<file path="src/rtl/dsq_pkg.sv">
// Shared types and codes for the deadline sleep queue.
`timescale 1ns / 1ps

package dsq_pkg;

  localparam int CountW = 64;
  localparam int IdW    = 8;
  localparam int TicksW = 32;

  // kind codes of an input beat
  localparam logic KIND_SLEEP = 1'b0;
  localparam logic KIND_TICK  = 1'b1;

  // event codes of a result beat
  localparam logic [1:0] EV_WOKEN  = 2'd0;
  localparam logic [1:0] EV_QUEUED = 2'd1;
  localparam logic [1:0] EV_FULL   = 2'd2;

  typedef struct packed {
    logic                     kind;
    logic [IdW-1:0]           thread_id;
    logic signed [TicksW-1:0] sleep_ticks;
  } item_t;

  typedef struct packed {
    logic [1:0]     event_res;
    logic [IdW-1:0] woken_id;
    logic           last;
  } result_t;

  // one queue slot
  typedef struct packed {
    logic              valid;
    logic [CountW-1:0] wake;
    logic [IdW-1:0]    id;
  } entry_t;

  typedef enum logic [1:0] {
    OP_HOLD,
    OP_INSERT,
    OP_POP
  } cell_op_t;

  // broadcast from the controller to every cell
  typedef struct packed {
    cell_op_t          op;
    logic [CountW-1:0] wake;
    logic [IdW-1:0]    id;
    logic [CountW-1:0] count;
  } cell_ctl_t;

endpackage

</file>
<file path="src/rtl/dsq_cell.sv">
// One slot of the sorted sleeper chain.
`timescale 1ns / 1ps

module dsq_cell (
  input  logic               clk,
  input  logic               rst,
  input  dsq_pkg::cell_ctl_t ctl,
  input  dsq_pkg::entry_t    left,
  input  logic               left_open,
  input  dsq_pkg::entry_t    right,
  output dsq_pkg::entry_t    entry,
  output logic               open,
  output logic               due
);
  import dsq_pkg::*;

  // slot gives way to a new wake time that sorts strictly before it
  assign open = !entry.valid || (ctl.wake < entry.wake);
  assign due  = entry.valid && (entry.wake <= ctl.count);

  always_ff @(posedge clk) begin
    if (rst) begin
      entry.valid <= 1'b0;
    end else begin
      case (ctl.op)
        OP_INSERT: begin
          if (open) begin
            if (left_open) begin
              entry <= left;
            end else begin
              entry <= '{valid: 1'b1, wake: ctl.wake, id: ctl.id};
            end
          end
        end
        OP_POP: begin
          entry <= right;
        end
        default: begin
          entry <= entry;
        end
      endcase
    end
  end

endmodule

</file>
<file path="src/rtl/deadline_sleep_queue.sv">
// Top level of the deadline sleep queue: controller, tick counter and cell chain.
`timescale 1ns / 1ps

// Sorted deadline timer queue.
// Input: a beat is taken at a rising edge with start high and busy low.
//   kind = sleep: wake time = count + sleep_ticks (non-positive -> count,
//   saturating at all ones); the sleeper is sorted in after every entry with
//   an equal or earlier wake time. One result: queued, or full (dropped).
//   kind = tick: the 64-bit count advances (saturating), then every due head
//   entry is released in order, one woken result per cycle, last marked.
// Output: each result sits on result for one cycle with strobe high; the
//   receiver cannot stall, so no back-pressure exists.
// Timing: a sleep beat keeps busy high while its wake time, registered at
//   the accept edge, goes through one parallel compare-and-shift across
//   the chain; its result is registered as busy falls, and the next beat
//   is taken only once busy is low again. A tick beat keeps busy high in
//   the release state while due sleepers remain at the head, one pop of
//   the chain per cycle through the head cell, and enters that state even
//   when none is due; one tick releases at most QUEUE_DEPTH sleepers.
// Reset: clears the count, the valid bit of every cell, the state and the
//   strobe; slot payloads, the captured request and result stay as they are.
module deadline_sleep_queue #(
  parameter int QUEUE_DEPTH = 16
) (
  input  logic             clk,
  input  logic             rst,
  input  logic             start,
  input  dsq_pkg::item_t   item,
  output logic             busy,
  output logic             strobe,
  output dsq_pkg::result_t result
);
  import dsq_pkg::*;

  typedef enum logic [1:0] {
    S_IDLE,
    S_INSERT,
    S_RELEASE
  } state_t;

  state_t            state;
  logic [CountW-1:0] count;
  logic [CountW-1:0] wake;
  logic [IdW-1:0]    wake_id;

  logic              accept;
  logic              ticks_pos;
  logic [CountW:0]   wake_sum;
  logic [CountW-1:0] wake_next;
  logic              full;

  cell_ctl_t         ctl;
  entry_t            entries [QUEUE_DEPTH];
  entry_t            lefts   [QUEUE_DEPTH];
  entry_t            rights  [QUEUE_DEPTH];
  logic [QUEUE_DEPTH-1:0] opens;
  logic [QUEUE_DEPTH-1:0] left_opens;
  logic [QUEUE_DEPTH-1:0] dues;
  logic [QUEUE_DEPTH-1:0] valids;

  assign busy   = (state != S_IDLE);
  assign accept = start && !busy;

  // Wake time: non-positive requests wake at the current count.
  assign ticks_pos = !item.sleep_ticks[TicksW-1] && (item.sleep_ticks != '0);
  assign wake_sum  = {1'b0, count} + {{(CountW+1-TicksW){1'b0}}, item.sleep_ticks};
  always_comb begin
    if (!ticks_pos) begin
      wake_next = count;
    end else if (wake_sum[CountW]) begin
      wake_next = '1;
    end else begin
      wake_next = wake_sum[CountW-1:0];
    end
  end

  // Queue is full when the tail cell holds a sleeper.
  assign full = entries[QUEUE_DEPTH-1].valid;

  // Broadcast control: insert on a sleep with room, pop on a due head.
  always_comb begin
    ctl.wake  = wake;
    ctl.id    = wake_id;
    ctl.count = count;
    ctl.op    = OP_HOLD;
    case (state)
      S_INSERT:  if (!full) ctl.op = OP_INSERT;
      S_RELEASE: if (dues[0]) ctl.op = OP_POP;
      default:   ctl.op = OP_HOLD;
    endcase
  end

  // Cell chain: each cell sees its left and right neighbor.
  for (genvar g = 0; g < QUEUE_DEPTH; g++) begin : g_cell
    if (g == 0) begin : g_head
      assign lefts[g]      = '0;
      assign left_opens[g] = 1'b0;
    end else begin : g_body
      assign lefts[g]      = entries[g-1];
      assign left_opens[g] = opens[g-1];
    end
    if (g == QUEUE_DEPTH-1) begin : g_tail
      assign rights[g] = '0;
    end else begin : g_inner
      assign rights[g] = entries[g+1];
    end
    assign valids[g] = entries[g].valid;

    dsq_cell u_cell (
      .clk       (clk),
      .rst       (rst),
      .ctl       (ctl),
      .left      (lefts[g]),
      .left_open (left_opens[g]),
      .right     (rights[g]),
      .entry     (entries[g]),
      .open      (opens[g]),
      .due       (dues[g])
    );
  end

  // Controller: state, count, captured request and registered result.
  always_ff @(posedge clk) begin
    if (rst) begin
      state  <= S_IDLE;
      count  <= '0;
      strobe <= 1'b0;
    end else begin
      strobe <= 1'b0;
      case (state)
        S_IDLE: begin
          if (accept) begin
            if (item.kind == KIND_TICK) begin
              // advance the count, hold at all ones
              if (count != '1) count <= count + 1'b1;
              state <= S_RELEASE;
            end else begin
              wake    <= wake_next;
              wake_id <= item.thread_id;
              state   <= S_INSERT;
            end
          end
        end
        S_INSERT: begin
          strobe           <= 1'b1;
          result.event_res <= full ? EV_FULL : EV_QUEUED;
          result.woken_id  <= wake_id;
          result.last      <= 1'b1;
          state            <= S_IDLE;
        end
        S_RELEASE: begin
          if (dues[0]) begin
            // release the head; the next cell decides whether more follow
            strobe           <= 1'b1;
            result.event_res <= EV_WOKEN;
            result.woken_id  <= entries[0].id;
            result.last      <= !dues[1 % QUEUE_DEPTH] || (QUEUE_DEPTH < 2);
            if (!dues[1 % QUEUE_DEPTH]) state <= S_IDLE;
          end else begin
            state <= S_IDLE;
          end
        end
        default: begin
          state <= S_IDLE;
        end
      endcase
    end
  end

  // Valid slots always form a contiguous run from the head.
  a_contig: assert property (@(posedge clk) disable iff (rst)
    ((valids & (valids + 1'b1)) == '0))
    else $error("gap in the sleeper chain");

  // A full report only when the tail was occupied.
  a_full: assert property (@(posedge clk) disable iff (rst)
    (strobe && result.event_res == EV_FULL) |-> $past(full))
    else $error("full reported with room left");

  // The count never moves backward.
  a_count: assert property (@(posedge clk) disable iff (rst)
    $past(!rst) |-> (count >= $past(count)))
    else $error("tick count went backward");

  // A woken result comes only out of the release state.
  a_woken: assert property (@(posedge clk) disable iff (rst)
    (strobe && result.event_res == EV_WOKEN) |-> $past(state == S_RELEASE))
    else $error("wake result outside release");

  // Head never sorts after its neighbor.
  a_sorted: assert property (@(posedge clk) disable iff (rst)
    (QUEUE_DEPTH > 1 && entries[1 % QUEUE_DEPTH].valid) |->
      (entries[0].wake <= entries[1 % QUEUE_DEPTH].wake))
    else $error("head out of order");

endmodule
</file>
<file path="config.mk">
export PLATFORM = sky130hd
export DESIGN_NAME = deadline_sleep_queue
export DESIGN_NICKNAME = d
export VERILOG_FILES = /design/src/rtl/dsq_pkg.sv /design/src/rtl/dsq_cell.sv /design/src/rtl/deadline_sleep_queue.sv
export SDC_FILE = /design/constraint.sdc
export NUM_CORES = 2
export LEC_CHECK = 0
export ABC_AREA = 1
export BUFFER_PORTS_ARGS = -buffer_cell sky130_fd_sc_hd__buf_2
export CAP_MARGIN = 25
export CORE_UTILIZATION = 35
export CTS_CLUSTER_DIAMETER = 50
export DETAILED_ROUTE_END_ITERATION = 10
export GPL_TIMING_DRIVEN = 0
export MAX_ROUTING_LAYER = met4
export PLACE_DENSITY = 0.59
export SYNTH_ARGS = -nofsm -noshare
export SYNTH_HDL_FRONTEND = slang
export SYNTH_SLANG_ARGS = --single-unit
</file>
<file path="constraint.sdc">
create_clock -name clk -period 21 [get_ports clk]
set_input_delay 6.3 -clock clk [delete_from_list [all_inputs] [get_ports clk]]
set_output_delay 6.3 -clock clk [all_outputs]
set_load 0.02 [all_outputs]
</file>
Yosys cells after proc, flatten, opt, wreduce, memory -nomap -nowiden
Index checks and enable logic that the tools add are counted.
{"block": "totals", "ff_bits": 1318, "input_bits": 44, "out_inout_bits": 13, "wordCells": 244}
{"block": "op_classes", "add_sub_neg": 2, "order_cmp": 18, "n_eq_ne": 24, "n_mux": 62, "n_bitwise": 2, "n_reduce_logical": 80}
{"op": "$pmux 73 s2", "count": 16}
{"op": "$mux 73", "count": 31}
{"op": "$lt 64x64->1", "count": 16}
{"op": "$le 64x64->1", "count": 2}
{"op": "$mux 64", "count": 2}
{"op": "$add 64x32->65", "count": 1}
{"op": "$add 64x1->64 const B", "count": 1}
{"op": "$ne 64x64->1 const B", "count": 1}
{"op": "$reduce_and 3->1", "count": 17}
{"op": "$ne 2x1->1 const B", "count": 17}
{"op": "$reduce_and 2->1", "count": 17}
{"op": "$reduce_bool 32->1", "count": 1}
{"op": "$pmux 11 s2", "count": 1}
{"op": "$logic_not 1->1", "count": 19}
{"op": "$logic_or 1x1->1", "count": 16}
{"op": "$mux 2", "count": 6}
{"op": "$mux 11", "count": 1}
{"op": "$pmux 2 s2", "count": 2}
{"op": "$reduce_and 4->1", "count": 2}
{"op": "$reduce_bool 2->1", "count": 3}
{"op": "$eq 2x1->1 const B", "count": 2}
{"op": "$eq 2x2->1 const B", "count": 2}
{"op": "$logic_and 1x1->1", "count": 4}
{"op": "$ne 3x3->1 const B", "count": 1}
{"op": "5 further kinds", "count": 7}

Longest topological paths before layout
{"block": "logic_depth", "ltp_word": 7, "depth_mapped": 27, "ltp_nobuf": 23}

Hierarchy
From an unflattened synthesis, not the netlist that was laid out.
{"block": "hier_totals", "hier_cells": 16721, "area_unflattened_um2": 123123.1}
{"mod": "dsq_cell", "n_inst": 16, "cells_per_inst": 929, "area_each_um2": 6970.4, "seq_area_each_um2": 2182.1}
{"mod": "deadline_sleep_queue", "n_inst": 1, "cells_per_inst": 1857, "area_each_um2": 11596.1, "seq_area_each_um2": 3833.7}

Worst setup path before layout
Ideal clock, no wire load.
{"block": "synth_timing", "path_type": "input to register", "from": "input rst", "to": "register wake[0] (enable)", "setup_ps": 591, "arrival_time_ps": 11634, "t_required_ps": 20409, "path_slack_ps": 8775, "path_stages": 3, "n_path_buf": 2, "path_cell_list": "clkbuf_1 -> clkbuf_1 -> nor3_1"}
{"block": "synth_via", "elab_chain_len": 2}
{"element": "start, declared", "line": "deadline_sleep_queue.sv:26", "source": "input logic rst,"}
{"element": "$not 1->1 (no line)"}
{"element": "$reduce_and 4->1 (no line)"}
{"element": "end signal, assigned", "line": "deadline_sleep_queue.sv:138", "source": "wake <= wake_next;"}
{"element": "end, declared", "line": "deadline_sleep_queue.sv:43", "source": "logic [CountW-1:0] wake;"}
Every way passes these cells.
A chain may end at the register's enable or synchronous reset.

Worst setup path after layout
{"block": "layout_timing", "from": "input rst", "to": "register g_cell[15].u_cell.entry[13] (netlist bit) (enable)"}
{"block": "layout_via", "elab_chain_len": 2}
{"element": "$not 1->1 (no line)"}
{"element": "$reduce_and 3->1 (no line)"}
{"element": "end signal, assigned", "line": "dsq_cell.sv:29", "source": "entry <= left;"}
{"element": "end signal, assigned", "line": "dsq_cell.sv:31", "source": "entry <= '{valid: 1'b1, wake: ctl.wake, id: ctl.id};"}
{"element": "end signal, assigned", "line": "dsq_cell.sv:36", "source": "entry <= right;"}
{"element": "end, declared", "line": "dsq_cell.sv:11", "source": "output dsq_pkg::entry_t entry,"}
Every way passes these cells.

==> run_results.csv <==
group,metric,value,unit
run_status,status,"finished, final reports clean",
global_routing,antenna_found_initial,29,
die,start_util,35.3,%
die,fp.dieW,537,um
synth,synth_warnings,0,
synth,synth_top_area_cell,"edfxtp_1",
synth,synth_edf_count,1235,
setup_path,start_kind,"input port",
die,die_h,537,um
timing,fin_crit_sh,43.2,%
timing,hold_violations,0,
setup_path,cp-end-kind,"flop",
finish,final_common_cell,"nand2_1",
finish,n_fill_cell,29300,
pwr,power,8060,uW
synth,ys_dominant_reg_cell,"edfxtp_1",
placed_design,dp_hpwl,344000,um
pwr,p_per_area,70.3,mW/mm^2
placed_design,port_buffers,56,
setup_path,worstPathArrival,9.60,ns
timing,finalSetupTns,0,ns
die,ios,57,
synth,ys_ff_latch,1318,
setup_path,critPathMaxFanout,26,
clocking,cts_sinks,1318,
die,dieArea,0.288,mm^2
finish,regArea,0.0387,mm^2
setup_path,worstSetupPathType,"input port to flop",
detailed_routing,firstDrtPassIters,10,
global_routing,grt_pass1_vias,90500,
synth,syn-mean-instance-area,7.67,um^2
global_routing,grt_max_degree,65,
clocking,cts-htree-levels,4,
clocking,cts_made_buffers,212,
synth,synth_cells,13100,
timing,finalMaxSlewViolations,0,
synth,synthTopCellsByArea,"edfxtp_1, ha_1, nand2_1",
finish,multiInputGateArea,0.0524,mm^2
timing,setup_viol,0,
detailed_routing,wl_per_cell,24.3,um
synth,synth_nets,14300,
detailed_routing,vias_per_cell,5.51,
clocking,cts_resized,0,
min_path,hold_path.class,"flop to flop",
pwr,cellLeakagePower,0.0524,uW
detailed_routing,route.detailed.drc,0,
job,cap_viol_max_count,0,
detailed_routing,drtAntennaViolNets,0,
setup_path,required,21.53,ns
finish,layout_common_cells,"nand2_1, nand3_1, inv_1",
global_routing,grt_pass1_wl,602000,um
clocking,cts_setup_buffers,0,
synth,ys_async_sr_fraction,0,%
detailed_routing,drtIter0Drc,11300,
finish,drive_gt1_share,5.80,%
global_routing,overflow,0,
timing,max_freq,0.110,GHz
finish,areaGrowthSynthToFinish,14.5,%
timing,finalCriticalPeriod,9.07,ns
synth,netlist_area,0.100,mm^2
synth,synth_cell_types,54,
die,core_area,0.283,mm^2
finish,fin_nets,14700,
timing,grt_setup_unrepaired,"false",
detailed_routing,vias,95700,
global_routing,grt_usage,29.3,%
clocking,cts.clk_slew.worst_paths,0.05,ns
clocking,ctsHoldBuffers,0,
synth,ys_seq_area_share,38.7,%
clocking,worstSkewPairLatency,0.93,ns
timing,tightest_slew,1.29,ns
clocking,cts_tree,"done",
clocking,cts_max_path_buffers,4,
synth,synth_top_area_share,37.0,%
die,fp-row-count,195,
pwr,ir_drop,0.0710,mV
timing,fin_skew,0.0905,ns
timing,relSlewSlack,13.7,%
placed_design,gp_congestion,1.01,
clocking,cts_root_buf,"clkbuf_16",
detailed_routing,drt-total-wl,423000,um
[layer usage]
layer | up-vias | routed length (um) | GRT usage, %
met1 | 45000 | 171000 | 36.3
met3 | 904 | 44000 | 6.82
li1 | 45200 | - | -
met2 | 4644 | 187000 | 45.1
met5 | - | 0 | -
met4 | 0 | 20900 | 13.6
[cell type report]
class | count | area share [%]
multi-input cells | 9445 | 45.7
plain buffers | 728 | 2.74
clock inverters | 136 | 1.37
flip-flops and latches | 1318 | 33.8
inverters | 1566 | 5.16
repair buffers | 160 | 2.29
diodes | 32 | 0.0698
well taps | 3743 | 4.08
clock buffers | 243 | 4.82
[kinds of logic after synthesis]
family	count (synthesis)	synth area share [%]
fa+ha+maj	1175	14.7
xor+xnor	56	0.490
simple gates	6460	27.9
compound gates	1754	9.16
buf+inv	2294	9.00
flops	1318	38.7
[flip-flops by register name (all words and copies together), names as in the netlist]
name                 count
g_cell.u_cell.entry   1168
count                   64
wake                    64
result                  11
wake_id                  8
state                    2
strobe                   1
[worst paths after layout]
kind	start	to	slack, ns	cells after the start
worst max-delay path	rst	g_cell[15].u_cell.entry[13]$_SDFFCE_PP0P_	11.93	8
worst min-delay path	g_cell[7].u_cell.entry[11]$_DFFE_PP_	g_cell[6].u_cell.entry[11]$_DFFE_PP_	0.47	2
worst max register to register	count[49]$_SDFFE_PP0P_	g_cell[5].u_cell.entry[7]$_DFFE_PP_	13.44	20
worst min register to register	g_cell[7].u_cell.entry[11]$_DFFE_PP_	g_cell[6].u_cell.entry[11]$_DFFE_PP_	0.47	2
[worst max-delay path, cell delays in order]
cell      delay, ns
buf_2          0.20
inv_1          0.12
clkbuf_1       0.90
clkbuf_1       0.72
buf_8          0.27
nand2_1        0.11
nor2_4         0.62
buf_12         0.29
[Yosys cell counts (4+ instances only)]
cell type,instances
nand3b_1,16
a21boi_0,5
a31oi_1,19
nand2_1,3393
a211oi_1,21
nand4_1,131
clkbuf_1,447
xnor2_1,11
o21bai_1,13
nor2_4,4
a21o_1,13
o21ai_0,753
clkinv_1,8
o21ai_1,21
buf_1,56
o211ai_1,34
nor3_2,4
buf_4,38
inv_2,6
o221ai_1,7
xor2_1,45
dfxtp_1,83
nor3_1,108
edfxtp_1,1235
ha_1,1174
nor2_2,6
buf_6,4
a21oi_1,822
o21a_1,37
buf_2,183
nor4_1,36
nand2_2,7
inv_1,1552
and3_1,7
nand3_1,2277
nor3b_1,10
nor2_1,443
[power by group]
part | internal [uW] | switching (uW) | total (uW)
logic | 353 | 916 | 1270
registers | 3050 | 74.0 | 3130
clock network | 2230 | 1430 | 3670
total | 5640 | 2420 | 8060
[metrics by stage]
stage          util, %  hold slack (ns)  instance area, um^2  setup WS (ns)  std cells
3_3_place_gp      37.1            0.498               105000           3.68      16900
4_1_cts           40.2            0.467               114000          12.18      17300
6_report          40.5            0.474               115000          11.93      17400
2_1_floorplan        -            0.471               100000           8.78      13100
3_5_place_dp      37.7            0.500               107000          11.27      16900
5_1_grt           40.5            0.501               115000          12.02      17400
Note: power is estimated with default switching activity, not from simulation.
